--- config.mk ---
export PLATFORM = sky130hd
export DESIGN_NAME = alarm_annunciator_sequencer
export DESIGN_NICKNAME = d
export VERILOG_FILES = /design/src/aas_pkg.sv /design/src/alarm_annunciator_sequencer.sv
export SDC_FILE = /design/constraint.sdc
export NUM_CORES = 1
export LEC_CHECK = 0
export BUFFER_PORTS_ARGS = -buffer_cell sky130_fd_sc_hd__buf_2
export CORE_MARGIN = 2
export CORE_UTILIZATION = 56
export DETAILED_ROUTE_END_ITERATION = 6
export HOLD_SLACK_MARGIN = 0.15
export PLACE_DENSITY = 0.8
export SYNTH_ARGS = -nofsm -noshare
export SYNTH_HDL_FRONTEND = slang
export SYNTH_SLANG_ARGS = --single-unit
--- constraint.sdc ---
create_clock -name clk -period 11.3 [get_ports clk]
set_input_delay 2.26 -clock clk [delete_from_list [all_inputs] [get_ports clk]]
set_output_delay 2.26 -clock clk [all_outputs]
set_load 0.03 [all_outputs]
--- src/aas_pkg.sv ---
// Shared types, codes and constants of the alarm annunciator sequencer.
package aas_pkg;

	// Request codes carried by req_type
	typedef enum logic [1:0] {
		REQ_TICK  = 2'd0,
		REQ_APPLY = 2'd1,
		REQ_CHIRP = 2'd2,
		REQ_LED   = 2'd3
	} req_t;

	// Panel modes
	typedef enum logic [1:0] {
		MODE_DISARMED  = 2'd0,
		MODE_ARMED     = 2'd1,
		MODE_PREALARM  = 2'd2,
		MODE_TRIGGERED = 2'd3
	} mode_t;

	// Buzzer sequence modes
	typedef enum logic [1:0] {
		BZ_OFF   = 2'd0,
		BZ_ENTRY = 2'd1,
		BZ_CHIRP = 2'd2,
		BZ_SIREN = 2'd3
	} bz_mode_t;

	// LED actions reported in a result
	typedef enum logic [1:0] {
		LED_NONE = 2'd0,
		LED_ALL  = 2'd1,
		LED_ONE  = 2'd2
	} led_act_t;

	// Buzzer actions reported in a result
	typedef enum logic [1:0] {
		BZA_NONE    = 2'd0,
		BZA_TONE    = 2'd1,
		BZA_SILENCE = 2'd2
	} bz_act_t;

	// Configuration register indexes
	localparam int unsigned CFG_IDX_BITS = 1;
	localparam logic [CFG_IDX_BITS-1:0] CFG_EXIT_DELAY = 1'd0;
	localparam logic [CFG_IDX_BITS-1:0] CFG_PULSE_EN   = 1'd1;

	localparam logic [31:0] EXIT_DELAY_RST = 32'd30000;

	// Timing in milliseconds
	localparam logic [31:0] LED_PULSE_MS    = 32'd400;
	localparam logic [31:0] ENTRY_BEEP_MS   = 32'd200;
	localparam logic [31:0] SIREN_SWAP_MS   = 32'd500;
	localparam int unsigned CHIRP_PERIOD_MS = 1000;
	localparam logic [9:0]  CHIRP_ON_MS     = 10'd100;

	// Tones in Hz
	localparam logic [9:0] TONE_ENTRY  = 10'd440;
	localparam logic [9:0] TONE_HIGH   = 10'd880;
	localparam logic [9:0] TONE_LOW    = 10'd660;
	localparam logic [9:0] TONE_CHIRP  = 10'd1000;

	// Defaults of the top-level parameters
	localparam int unsigned LED_COUNT_DEF = 5;
	localparam int unsigned TIME_BITS_DEF = 32;

	typedef struct packed {
		logic [7:0] red;
		logic [7:0] green;
		logic [7:0] blue;
	} rgb_t;

	localparam rgb_t COL_DISARMED = '{red: 8'd0,   green: 8'd20, blue: 8'd0};
	localparam rgb_t COL_ARMED    = '{red: 8'd0,   green: 8'd0,  blue: 8'd180};
	localparam rgb_t COL_PRE      = '{red: 8'd255, green: 8'd80, blue: 8'd0};
	localparam rgb_t COL_PRE_DIM  = '{red: 8'd100, green: 8'd30, blue: 8'd0};
	localparam rgb_t COL_TRIG     = '{red: 8'd255, green: 8'd0,  blue: 8'd0};
	localparam rgb_t COL_TRIG_DIM = '{red: 8'd80,  green: 8'd0,  blue: 8'd0};

	// One result transaction
	typedef struct packed {
		led_act_t   led_action;
		logic [2:0] led_target;
		rgb_t       colour;
		bz_act_t    buzzer_action;
		logic [9:0] tone_hz;
	} res_t;

	// Residues of 2^10, 2^20 and 2^30 modulo the chirp period
	localparam logic [19:0] FOLD_10 = 20'((2**10) % CHIRP_PERIOD_MS);
	localparam logic [19:0] FOLD_20 = 20'((2**20) % CHIRP_PERIOD_MS);
	localparam logic [19:0] FOLD_30 = 20'((2**30) % CHIRP_PERIOD_MS);

	// Position within the chirp period: fold 10-bit digits by their residues,
	// then one compare and subtract
	function automatic logic [9:0] chirp_phase(input logic [31:0] v);
		logic [19:0] f1;
		logic [14:0] f2;
		logic [10:0] f3;
		f1 = 20'(v[9:0]) + 20'(v[19:10]) * FOLD_10 + 20'(v[29:20]) * FOLD_20
			+ 20'(v[31:30]) * FOLD_30;
		f2 = 15'(f1[9:0]) + 15'(f1[19:10]) * 15'(FOLD_10);
		f3 = 11'(f2[9:0]) + 11'(f2[14:10]) * 11'(FOLD_10);
		if (f3 >= 11'(CHIRP_PERIOD_MS)) begin
			f3 = f3 - 11'(CHIRP_PERIOD_MS);
		end
		return f3[9:0];
	endfunction

endpackage

--- src/alarm_annunciator_sequencer.sv ---
// Alarm annunciator sequencer: LED strip and buzzer sequencing for an alarm panel.
//
// Usage: requests enter on the in channel (in_valid/in_ready) with the current
// millisecond time; each request gives exactly one result on the out channel
// (out_valid/out_ready) telling the LED driver and buzzer what to change.
// Configuration (exit delay, LED pulsing) is written on the cfg channel, which
// is always ready; write it only while no request is in flight.
// The input register holds an accepted request, and its result is loaded into
// the output register as the request leaves the input register, which it does
// as soon as the output register is free or its result is being taken.
// Throughput: one request per cycle while the receiver takes results, set by
// the single combinational pass from the input register through the state
// update to the result register; the chirp phase within its 1000 ms period
// comes from a digit-folding residue. When the receiver stalls, the result
// waits in the output register and one more request is taken into the input
// register; in_ready then drops until the result is taken.
// Reset: panel disarmed, buzzer off, LEDs marked bright, exit delay 30000 ms,
// pulsing enabled, both channels empty.
module alarm_annunciator_sequencer #(
	parameter int unsigned LED_COUNT = aas_pkg::LED_COUNT_DEF,
	parameter int unsigned TIME_BITS = aas_pkg::TIME_BITS_DEF
) (
	input  logic                              clk,
	input  logic                              arst_n,
	// configuration
	input  logic                              cfg_valid,
	output logic                              cfg_ready,
	input  logic [aas_pkg::CFG_IDX_BITS-1:0]  cfg_index,
	input  logic [31:0]                       cfg_data,
	// requests
	input  logic                              in_valid,
	output logic                              in_ready,
	input  logic [1:0]                        req_type,
	input  logic [TIME_BITS-1:0]              now_ms,
	input  logic [1:0]                        new_state,
	input  logic [2:0]                        led_select,
	input  logic [7:0]                        red_in,
	input  logic [7:0]                        green_in,
	input  logic [7:0]                        blue_in,
	// results
	output logic                              out_valid,
	input  logic                              out_ready,
	output logic [1:0]                        led_action,
	output logic [2:0]                        led_target,
	output logic [7:0]                        red_out,
	output logic [7:0]                        green_out,
	output logic [7:0]                        blue_out,
	output logic [1:0]                        buzzer_action,
	output logic [9:0]                        tone_hz
);

	// configuration registers
	logic [31:0] exit_delay_q;
	logic        pulse_en_q;

	// input register
	logic                   s1_valid_q;
	aas_pkg::req_t          req_s1;
	logic [TIME_BITS-1:0]   now_s1;
	aas_pkg::mode_t         state_s1;
	logic [2:0]             sel_s1;
	aas_pkg::rgb_t          rgb_s1;

	// sequencer state
	aas_pkg::mode_t         mode_q, mode_d;
	logic [TIME_BITS-1:0]   led_mark_q, led_mark_d;
	logic                   bright_q, bright_d;
	aas_pkg::bz_mode_t      bz_mode_q, bz_mode_d;
	logic                   bz_on_q, bz_on_d;
	logic [TIME_BITS-1:0]   bz_mark_q, bz_mark_d;
	logic [TIME_BITS-1:0]   chirp_start_q, chirp_start_d;
	logic                   siren_high_q, siren_high_d;

	// result register
	logic                   out_valid_q;
	aas_pkg::res_t          res_q, res_d;

	logic                   in_take;
	logic                   adv;
	logic [TIME_BITS-1:0]   led_el, bz_el, chirp_el;
	logic [9:0]             phase;

	// handshake: the input register moves on when the output register frees
	assign adv       = s1_valid_q && (!out_valid_q || out_ready);
	assign in_ready  = !s1_valid_q || adv;
	assign in_take   = in_valid && in_ready;
	assign cfg_ready = 1'b1;

	// write configuration registers
	always_ff @(posedge clk or negedge arst_n) begin
		if (!arst_n) begin
			exit_delay_q <= aas_pkg::EXIT_DELAY_RST;
			pulse_en_q   <= 1'b1;
		end else if (cfg_valid) begin
			case (cfg_index)
				aas_pkg::CFG_EXIT_DELAY: exit_delay_q <= cfg_data;
				aas_pkg::CFG_PULSE_EN:   pulse_en_q   <= cfg_data[0];
				default: ;
			endcase
		end
	end

	// hold the accepted transaction in the input register
	always_ff @(posedge clk or negedge arst_n) begin
		if (!arst_n) begin
			s1_valid_q <= 1'b0;
		end else if (in_take) begin
			s1_valid_q <= 1'b1;
		end else if (adv) begin
			s1_valid_q <= 1'b0;
		end
	end

	always_ff @(posedge clk) begin
		if (in_take) begin
			req_s1       <= aas_pkg::req_t'(req_type);
			now_s1       <= now_ms;
			state_s1     <= aas_pkg::mode_t'(new_state);
			sel_s1       <= led_select;
			rgb_s1.red   <= red_in;
			rgb_s1.green <= green_in;
			rgb_s1.blue  <= blue_in;
		end
	end

	// elapsed times, wrapping at the time width
	assign led_el   = now_s1 - led_mark_q;
	assign bz_el    = now_s1 - bz_mark_q;
	assign chirp_el = now_s1 - chirp_start_q;
	assign phase    = aas_pkg::chirp_phase(32'(chirp_el));

	// next state and result for the transaction in the input register
	always_comb begin
		mode_d        = mode_q;
		led_mark_d    = led_mark_q;
		bright_d      = bright_q;
		bz_mode_d     = bz_mode_q;
		bz_on_d       = bz_on_q;
		bz_mark_d     = bz_mark_q;
		chirp_start_d = chirp_start_q;
		siren_high_d  = siren_high_q;
		res_d         = '0;

		case (req_s1)
			aas_pkg::REQ_APPLY: begin
				mode_d              = state_s1;
				bright_d            = 1'b1;
				led_mark_d          = now_s1;
				bz_on_d             = 1'b0;
				bz_mode_d           = aas_pkg::BZ_OFF;
				chirp_start_d       = '0;
				res_d.led_action    = aas_pkg::LED_ALL;
				res_d.buzzer_action = aas_pkg::BZA_SILENCE;
				case (state_s1)
					aas_pkg::MODE_DISARMED: res_d.colour = aas_pkg::COL_DISARMED;
					aas_pkg::MODE_ARMED:    res_d.colour = aas_pkg::COL_ARMED;
					aas_pkg::MODE_PREALARM: begin
						res_d.colour        = aas_pkg::COL_PRE;
						res_d.buzzer_action = aas_pkg::BZA_TONE;
						res_d.tone_hz       = aas_pkg::TONE_ENTRY;
						bz_mode_d           = aas_pkg::BZ_ENTRY;
						bz_mark_d           = now_s1;
					end
					default: begin
						res_d.colour        = aas_pkg::COL_TRIG;
						res_d.buzzer_action = aas_pkg::BZA_TONE;
						res_d.tone_hz       = aas_pkg::TONE_HIGH;
						bz_on_d             = 1'b1;
						bz_mode_d           = aas_pkg::BZ_SIREN;
						bz_mark_d           = now_s1;
						siren_high_d        = 1'b1;
					end
				endcase
			end
			aas_pkg::REQ_CHIRP: begin
				chirp_start_d       = now_s1;
				bz_mode_d           = aas_pkg::BZ_CHIRP;
				bz_on_d             = 1'b1;
				res_d.buzzer_action = aas_pkg::BZA_TONE;
				res_d.tone_hz       = aas_pkg::TONE_CHIRP;
			end
			aas_pkg::REQ_LED: begin
				if ({1'b0, sel_s1} < 4'(LED_COUNT)) begin
					res_d.led_action = aas_pkg::LED_ONE;
					res_d.led_target = sel_s1;
					res_d.colour     = rgb_s1;
				end
			end
			default: begin
				// pulse the LEDs in the alarm modes
				if (pulse_en_q && (mode_q == aas_pkg::MODE_PREALARM ||
						mode_q == aas_pkg::MODE_TRIGGERED) &&
						32'(led_el) >= aas_pkg::LED_PULSE_MS) begin
					led_mark_d       = now_s1;
					bright_d         = !bright_q;
					res_d.led_action = aas_pkg::LED_ALL;
					if (mode_q == aas_pkg::MODE_PREALARM) begin
						res_d.colour = bright_d ? aas_pkg::COL_PRE : aas_pkg::COL_PRE_DIM;
					end else begin
						res_d.colour = bright_d ? aas_pkg::COL_TRIG : aas_pkg::COL_TRIG_DIM;
					end
				end
				// advance the buzzer sequence
				case (bz_mode_q)
					aas_pkg::BZ_ENTRY: begin
						if (32'(bz_el) >= aas_pkg::ENTRY_BEEP_MS) begin
							res_d.buzzer_action = aas_pkg::BZA_SILENCE;
							bz_mode_d           = aas_pkg::BZ_OFF;
							bz_on_d             = 1'b0;
						end
					end
					aas_pkg::BZ_CHIRP: begin
						if (32'(chirp_el) >= exit_delay_q) begin
							res_d.buzzer_action = aas_pkg::BZA_SILENCE;
							bz_on_d             = 1'b0;
							bz_mode_d           = aas_pkg::BZ_OFF;
							chirp_start_d       = '0;
						end else if (phase < aas_pkg::CHIRP_ON_MS && !bz_on_q) begin
							res_d.buzzer_action = aas_pkg::BZA_TONE;
							res_d.tone_hz       = aas_pkg::TONE_CHIRP;
							bz_on_d             = 1'b1;
						end else if (phase >= aas_pkg::CHIRP_ON_MS && bz_on_q) begin
							res_d.buzzer_action = aas_pkg::BZA_SILENCE;
							bz_on_d             = 1'b0;
						end
					end
					aas_pkg::BZ_SIREN: begin
						if (32'(bz_el) >= aas_pkg::SIREN_SWAP_MS) begin
							bz_mark_d           = now_s1;
							siren_high_d        = !siren_high_q;
							res_d.buzzer_action = aas_pkg::BZA_TONE;
							res_d.tone_hz       = siren_high_d ? aas_pkg::TONE_HIGH
								: aas_pkg::TONE_LOW;
						end
					end
					default: ;
				endcase
			end
		endcase
	end

	// commit state as the transaction leaves the input register
	always_ff @(posedge clk or negedge arst_n) begin
		if (!arst_n) begin
			mode_q        <= aas_pkg::MODE_DISARMED;
			led_mark_q    <= '0;
			bright_q      <= 1'b1;
			bz_mode_q     <= aas_pkg::BZ_OFF;
			bz_on_q       <= 1'b0;
			bz_mark_q     <= '0;
			chirp_start_q <= '0;
			siren_high_q  <= 1'b1;
		end else if (adv) begin
			mode_q        <= mode_d;
			led_mark_q    <= led_mark_d;
			bright_q      <= bright_d;
			bz_mode_q     <= bz_mode_d;
			bz_on_q       <= bz_on_d;
			bz_mark_q     <= bz_mark_d;
			chirp_start_q <= chirp_start_d;
			siren_high_q  <= siren_high_d;
		end
	end

	// result register
	always_ff @(posedge clk or negedge arst_n) begin
		if (!arst_n) begin
			out_valid_q <= 1'b0;
		end else if (adv) begin
			out_valid_q <= 1'b1;
		end else if (out_ready) begin
			out_valid_q <= 1'b0;
		end
	end

	always_ff @(posedge clk) begin
		if (adv) begin
			res_q <= res_d;
		end
	end

	assign out_valid     = out_valid_q;
	assign led_action    = res_q.led_action;
	assign led_target    = res_q.led_target;
	assign red_out       = res_q.colour.red;
	assign green_out     = res_q.colour.green;
	assign blue_out      = res_q.colour.blue;
	assign buzzer_action = res_q.buzzer_action;
	assign tone_hz       = res_q.tone_hz;

	// a held transaction is never dropped while the output is blocked
	a_s1_hold: assert property (@(posedge clk) disable iff (!arst_n)
		s1_valid_q && !adv |=> s1_valid_q)
		else $error("input register lost a transaction");

	// a single-LED write only ever targets an existing LED
	a_led_target: assert property (@(posedge clk) disable iff (!arst_n)
		out_valid_q && res_q.led_action == aas_pkg::LED_ONE |->
			{1'b0, res_q.led_target} < 4'(LED_COUNT))
		else $error("single-LED write beyond the strip");

	// the buzzer is only marked on while a sequence is running
	a_bz_on_mode: assert property (@(posedge clk) disable iff (!arst_n)
		bz_on_q |-> bz_mode_q != aas_pkg::BZ_OFF)
		else $error("buzzer on with no sequence");

	// a tone is reported only with a sound action
	a_tone_action: assert property (@(posedge clk) disable iff (!arst_n)
		out_valid_q && res_q.buzzer_action != aas_pkg::BZA_TONE |-> res_q.tone_hz == '0)
		else $error("tone reported without sound action");

endmodule

==> results of run 1 <==
-- layout by cell type (no fill, tap or decap), types with 41 or more instances in the layout --
| cell | netlist | final |
|---|---|---|
| inv_1 | 223 | 216 |
| buf_4 | 4 | 194 |
| nand2_1 | 293 | 291 |
| o21ai_0 | 172 | 159 |
| a31oi_1 | 41 | 41 |
| nand3_1 | 65 | 63 |
| nor2_1 | 95 | 89 |
| a21o_1 | 81 | 81 |
| xnor2_1 | 68 | 54 |
| dfrtp_1 | 128 | 128 |
| buf_2 | 8 | 140 |
| ha_1 | 216 | 189 |
| edfxtp_1 | 101 | 101 |
| a21oi_1 | 124 | 98 |
-- per-layer routing --
metal  track usage  share of wire
met1        0.3941           0.42
met4       0.09718          0.032
met2        0.4946           0.48
met3       0.04292          0.070
met5             0              0
-- worst max path at each step --
stage | from | end | slack, ns | cells past startpoint
2_1_floorplan | now_s1[2] | tone_hz[7] | 0.03 | 52
3_3_place_gp | now_s1[8] | buzzer_action[0] | -0.26 | 48
3_5_place_dp | now_s1[8] | tone_hz[7] | -0.56 | 50
4_1_cts | now_s1[1] | bz_on_q | 0.001 | 55
5_1_grt | now_s1[6] | buzzer_action[0] | -0.63 | 51
6_report | now_s1[6] | bz_on_q | -0.06 | 50
-- what timing repair did --
item / 4_1_cts / 5_1_grt
endpoints found under the setup margin: 8 / 8
buffers inserted: 14 / 14
endpoints found under the hold margin: 0 / 0
pin swaps: 22 / 78
gates resized for setup: 49 / 142
-- tightest hold or removal path: cells and delay by family (launching register included) --
family	cells	cell delay, ns
AO/OA/AOI/OAI	1	0.06
flip-flops	1	0.34
AND/OR/NAND/NOR	1	0.05
-- kinds of logic after synthesis --
kind of cell    synth area share
xor+xnor                 0.04719
flops                     0.3272
buf+inv                  0.06193
compound gates            0.2034
fa+ha+maj                 0.1588
mux                      0.03257
simple gates              0.1685
other cells            0.0003782
-- stage by stage --
| stage | setup TNS (ns) | worst slack, ns | cells | hold WS, ns |
|---|---|---|---|---|
| CTS | 0 | 0.0009841 | 3004 | 0.4841 |
| global placement | -1.199 | -0.2566 | 2940 | 0.4637 |
| floorplan | 0 | 0.03240 | 2263 | 0.4498 |
| finish | -0.1846 | -0.05977 | 3018 | 0.4773 |
| global route | -4.737 | -0.6348 | 3018 | 0.5008 |
| detailed placement | -3.800 | -0.5622 | 2940 | 0.4710 |
-- area by class of cell --
type	count	area, um2	share of cell area
clock buffers	35	715.7	0.02945
inverters	223	837.1	0.03444
flip-flops and latches	239	6499	0.2674
multi-input cells	1711	13260	0.5455
well taps	455	569.3	0.02342
clock inverters	15	201.4	0.008289
repair buffers	340	2225	0.09154
-- registers in the layout, summed over array words and instances (netlist names), 3 cells and up --
signal / cells
bz_mark_q: 32
chirp_start_q: 32
exit_delay_q: 32
led_mark_q: 32
now_s1: 32
rgb_s1: 24
blue_out: 8
green_out: 8
red_out: 8
tone_hz: 7
led_target: 3
sel_s1: 3
-- Yosys cell counts (all sizes together), types with 22 or more instances --
cell,n
or4,35
nand3,65
edfxtp,101
a21oi,126
o21ai,176
mux2,38
xnor2,68
xor2,39
ha,216
inv,223
a31oi,43
nand2,293
clkbuf,74
o21a,23
a21o,81
and3,30
fa,22
nand4,30
nand2b,28
dfrtp,128
nor2,95
nor3,39
nor2b,22
==> run summary, run 1 <==
Status - finished, violations left
Failing checks - setup timing
Worst R2R Setup Slack - -0.06 ns
Slowest CP cell - fa_2
Largest net degree at the start of global routing - 86
Worst path required time - 11.79 ns
Synth warnings - 0
Area leader, netlist - dfrtp_1
Clock sink count - 239
Core Area - 34710 um2
Final core utilization - 0.7001
CTS tree - yes
Reg2Reg Depth - 50
Vias in the first global route - 17690
N_diodes - 0
Inserted Clock Buffers - 27
Setup Skew - 0.01945 ns
Starting Density - 0.5721
Slew Limit Fails - 0
Syn Area/Cell - 8.779 um2
Hold Path Origin - chirp_start_q[10]
Yosys cell types - 88
Synth top area cells - dfrtp_1, edfxtp_1, ha_1
Fillcell total - 2553
Data arrival, critical path - 11.85 ns
Residual DRC - 0
Critical R2R Capture - bz_on_q
Synth Cell Area - 19860 um2
Worst setup path category - reg -> reg
Post-synth top area share - 0.1613
Vias per inst - 6.109
Cells after Synth - 2262
Slew margin rel. - 0.1504
Post-route cell area - 24300 um2
Worst R2R Start - now_s1[6]
Minimum clock period - 11.36 ns
#FFs+latches synth - 239
Detail Placement HPWL - 41300 um
Routed Antenna Nets - 0
Reg clk slew, reported paths - 0.06 ns
Port-buffer cells - 141
Hold Vio Cnt, Final - 0
Final Worst Setup Slack - -0.05977 ns
CP startpoint kind - register
Hold path depth - 2
Max incr delay on CP - 0.57 ns
GRT overflow - 0
Worst skew pair latency - 0.59 ns
Worst-path fanout max - 4
Post-synthesis sequential area ratio - 0.3272
Fin crit share - 1.005
Slew @ Worst Pin - 1.274 ns
Routability congestion estimate - 0.9047
Total Routing Usage GR - 0.2956
Initial antenna violation count - 1
RSZ-0062 raised after global routing - true
Via count - 18440
Crit. End Element - register
Nets - 2881
Number of flops mapped to enable cells by yosys - 101
Iteration-0 DRC count of the detailed router - 1619
Setup-failing EPs final - 6
Num rows - 68
Bufs and invs on worst path - 8
Die area - 36990 um2
Num ports - 145
Post-DP Area - 22080 um2
Most common flop cell mapped by yosys - dfrtp_1
Hold/Removal Path Class - reg -> reg
Die Ht - 192.3 um
First-pass GRT wire length - 88010 um
Cts-stage hold buffer count - 0
Area Growth Syn to Fin - 22.38%
DRT Wirelength - 57100 um
DR pass1 iterations - 6
Drt wl/cell - 18.92 um
Root buffer cell - clkbuf_16
Top delay family on crit path - compound AO/OA/AOI/OAI gates
Max-Cap Viols - 0
Hold path endpoint - chirp_start_q[10]
FFs w/ async S/R, synth - 0.5774
Max Clock Freq - 88.03 MHz
Die X - 192.3 um
H-tree levels - 1
Largest buffer count on any clock path - 3
Layout cells sized above 1 - 0.2345
Power of run 1 is left out: the tool's default activity adds up to more than one toggle a clock period on the data nets, which glitch-free logic cannot reach.
==> run 2: changes to the inputs <==
--- a/config.mk
+++ b/config.mk
@@ -5,6 +5,7 @@
 export SDC_FILE = /design/constraint.sdc
 export NUM_CORES = 1
 export LEC_CHECK = 0
+export ABC_AREA = 1
 export BUFFER_PORTS_ARGS = -buffer_cell sky130_fd_sc_hd__buf_2
 export CORE_MARGIN = 2
 export CORE_UTILIZATION = 56
==> run 2 against run 1 <==
  * The flow now finishes without violations
  * Non-clock buffer count down 146
  * Clock skew down 0.0041 ns
  * Die area about the same
  * Final cell count up 12%
  * Via count down 1.0%
  * Synthesized area about the same
  * Core utilization down 5.0 points
  * Hold slack worse by 0.0078 ns
  * Critical path depth up 19
  * Critical path type unchanged
==> run summary, run 2 <==
FFs w/ async S/R, synth - 0.5774 (unchanged)
Worst path required time - 11.59 ns (-0.20 ns)
Syn Area/Cell - 7.259 um2 (-17%)
Routed Antenna Nets - 0 (unchanged)
Met3 Wirelength - 3120 um (-22%)
Nets - 3256 (+13%)
Area leader, netlist - dfrtp_1
Num rows - 68 (unchanged)
Register area - 6499 um2 (unchanged)
Die X - 192.3 um (about the same)
Worst setup path category - reg -> reg
Iteration-0 DRC count of the detailed router - 1281 (-21%)
Hold path depth - 2 (unchanged)
Largest buffer count on any clock path - 3 (unchanged)
Root buffer cell - clkbuf_16
Fillcell total - 3086 (+21%)
#FFs+latches synth - 239 (unchanged)
Layout cells sized above 1 - 0.1130 (-0.1215)
Number of flops mapped to enable cells by yosys - 101 (unchanged)
Inserted Clock Buffers - 27 (unchanged)
H-tree levels - 1 (unchanged)
Sum of negative setup slack - 0 ns (+0.1846 ns)
CTS tree - yes
Reg clk slew, reported paths - 0.06 ns (about the same)
Post-synthesis sequential area ratio - 0.3272 (about the same)
Reg2Reg Depth - 69 (+38%)
Most common flop cell mapped by yosys - dfrtp_1
Yosys cell types - 54 (-39%)
Clock sink count - 239 (unchanged)
Met2 wire len - 26290 um (-3.2%)
Vias per inst - 5.379 (-12%)
Count leader, synth - nand2_1
Initial antenna violation count - 1 (unchanged)
Core Area - 34710 um2 (unchanged)
Vias in the first global route - 17650 (-0.24%)
Die area - 36990 um2 (about the same)
N_diodes - 0 (unchanged)
Data arrival, critical path - 10.90 ns (-0.95 ns)
Worst skew pair latency - 0.56 ns (-0.03 ns)
Post-synth top cells - nand2_1, inv_1, nand3_1
Die Ht - 192.3 um (about the same)
Metal-1 WL - 23260 um (-3.5%)
Starting Density - 0.5721 (about the same)
Highest routed metal layer - met5
Routability congestion estimate - 0.9739 (+7.6%)
Setup-failing EPs final - 0 (-6)
Max Clock Freq - 94.24 MHz (+7.1%)
CP startpoint kind - register
Area of the multi-input gates - 11730 um2 (-11%)
GRT overflow - 0 (unchanged)
Synth Cell Area - 19860 um2 (about the same)
Slew @ Worst Pin - 0.8951 ns (-0.3793 ns)
Hold Vio Cnt, Final - 0 (unchanged)
Status - complete, no violations
DRT Wirelength - 55090 um (-3.5%)
Detail Placement HPWL - 43530 um (+5.4%)
Minimum clock period - 10.61 ns (-0.7486 ns)
Worst R2R Start - now_s1[12]
Slowest CP cell - fa_1
Hold Path Origin - bz_mark_q[28]
Worst R2R Setup Slack - 0.69 ns (+0.75 ns)
Commonest cells after routing, fill and taps aside - nand2_1, inv_1, nand3_1
Setup Skew - 0.01535 ns (-0.004100 ns)
Residual DRC - 0 (unchanged)
Hold path endpoint - bz_mark_q[28]
Post-synth top area share - 0.1613 (about the same)
Largest net degree at the start of global routing - 86 (unchanged)
Post-DP Area - 21240 um2 (-3.8%)
Slew Limit Fails - 0 (unchanged)
Drt wl/cell - 16.24 um (-14%)
Synth top area cells - dfrtp_1, edfxtp_1, nand2_1
DR pass1 iterations - 6 (unchanged)
Post-route cell area - 22550 um2 (-7.2%)
Fin crit share - 0.9390 (-0.06624)
First-pass GRT wire length - 87340 um (-0.76%)
Total Routing Usage GR - 0.2977 (+0.002043)
Slew margin rel. - 0.4032 (+0.2528)
Max-Cap Viols - 0 (unchanged)
Crit. End Element - register
Crit path top cell by count - nand2_1
Via count - 18240 (-1.0%)
Max incr delay on CP - 0.52 ns (-0.05 ns)
Most common cell after layout, fill and taps aside - nand2_1
Port-buffer cells - 141 (unchanged)
Hold/Removal Path Class - reg -> reg
Cells after Synth - 2736 (+21%)
Synth warnings - 0 (unchanged)
Area Growth Syn to Fin - 13.55%
Critical R2R Capture - tone_hz[8]
Worst-path fanout max - 6 (+2)
Num ports - 145 (unchanged)
run 2: cell count changes in the layout (fill, tap and decap cells not counted), moves of 30 or more:
| cell | delta |
|---|---|
| nor2_1 | +118 |
| a31oi_1 | -36 |
| mux2_4 | -30 |
| or4_1 | -35 |
| nand3_1 | +171 |
| o21ai_0 | -69 |
| a21oi_1 | +73 |
| inv_1 | +239 |
| a21o_1 | -68 |
| buf_4 | -141 |
| nand2_1 | +454 |
run 2: worst max path at each step:
stage / startpoint / depth (start not counted) / endpoint
floorplan: now_s1[0] / 68 / tone_hz[8]
global placement: now_s1[0] / 68 / tone_hz[8]
detailed placement: now_s1[0] / 67 / tone_hz[8]
CTS: now_s1[0] / 67 / tone_hz[8]
global route: now_s1[12] / 70 / tone_hz[8]
finish: now_s1[12] / 69 / tone_hz[8]
run 2: timing repair:
action | in CTS | in global routing
setup endpoints to repair | 0 | 8
gates resized for setup | 0 | 68
setup buffers | 0 | 12
hold buffers | 0 | 0
run 2: area by class of cell:
type / instances / share of cell area
multi-input cells: 1992 / 0.5203
flip-flops and latches: 239 / 0.2882
inverters: 463 / 0.07707
repair buffers: 194 / 0.04921
clock buffers: 39 / 0.03512
well taps: 455 / 0.02525
clock inverters: 10 / 0.004883
run 2: logic make-up (layout without fill, tap and decap cells):
kind of cell             after synthesis  in the layout  synth area share
AO/OA/AOI/OAI                        345            345           0.09545
XOR/XNOR                              92             92           0.04057
multiplexers                           1              1         0.0005670
adder cells (fa/ha/maj)              238            238            0.1583
buffers and inverters                506            706           0.09872
AND/OR/NAND/NOR                     1313           1313            0.2788
flip-flops                           239            239            0.3272
other                                  2              3         0.0003781
run 2: through the flow:
step | hold WS (ns) | std cells | util | setup WS [ns]
after floorplan | 0.4419 | 2737 | - | 1.294
after global placement | 0.4530 | 3331 | 0.6119 | 0.4473
after detailed placement | 0.4581 | 3331 | 0.6119 | 0.1228
after CTS | 0.4726 | 3380 | 0.6379 | 0.03507
after global routing | 0.4980 | 3392 | 0.6496 | -0.1164
final | 0.4695 | 3392 | 0.6496 | 0.6888
run 2: routing by layer:
metal	global-route usage	vias to the layer above
met5	0	-
met4	0.1242	2
met3	0.03892	123
met2	0.5111	518
met1	0.3780	8406
li1	-	9195
run 2: critical path, delay by kind of cell (launching register included):
kind	cells	cell delay, ns
adder cells (fa/ha/maj)	9	3.53
buffers and inverters	10	0.91
XOR/XNOR	3	0.51
AO/OA/AOI/OAI	8	1.26
flip-flops	1	0.36
AND/OR/NAND/NOR	39	3.79
Power of run 2 is left out for the same reason.
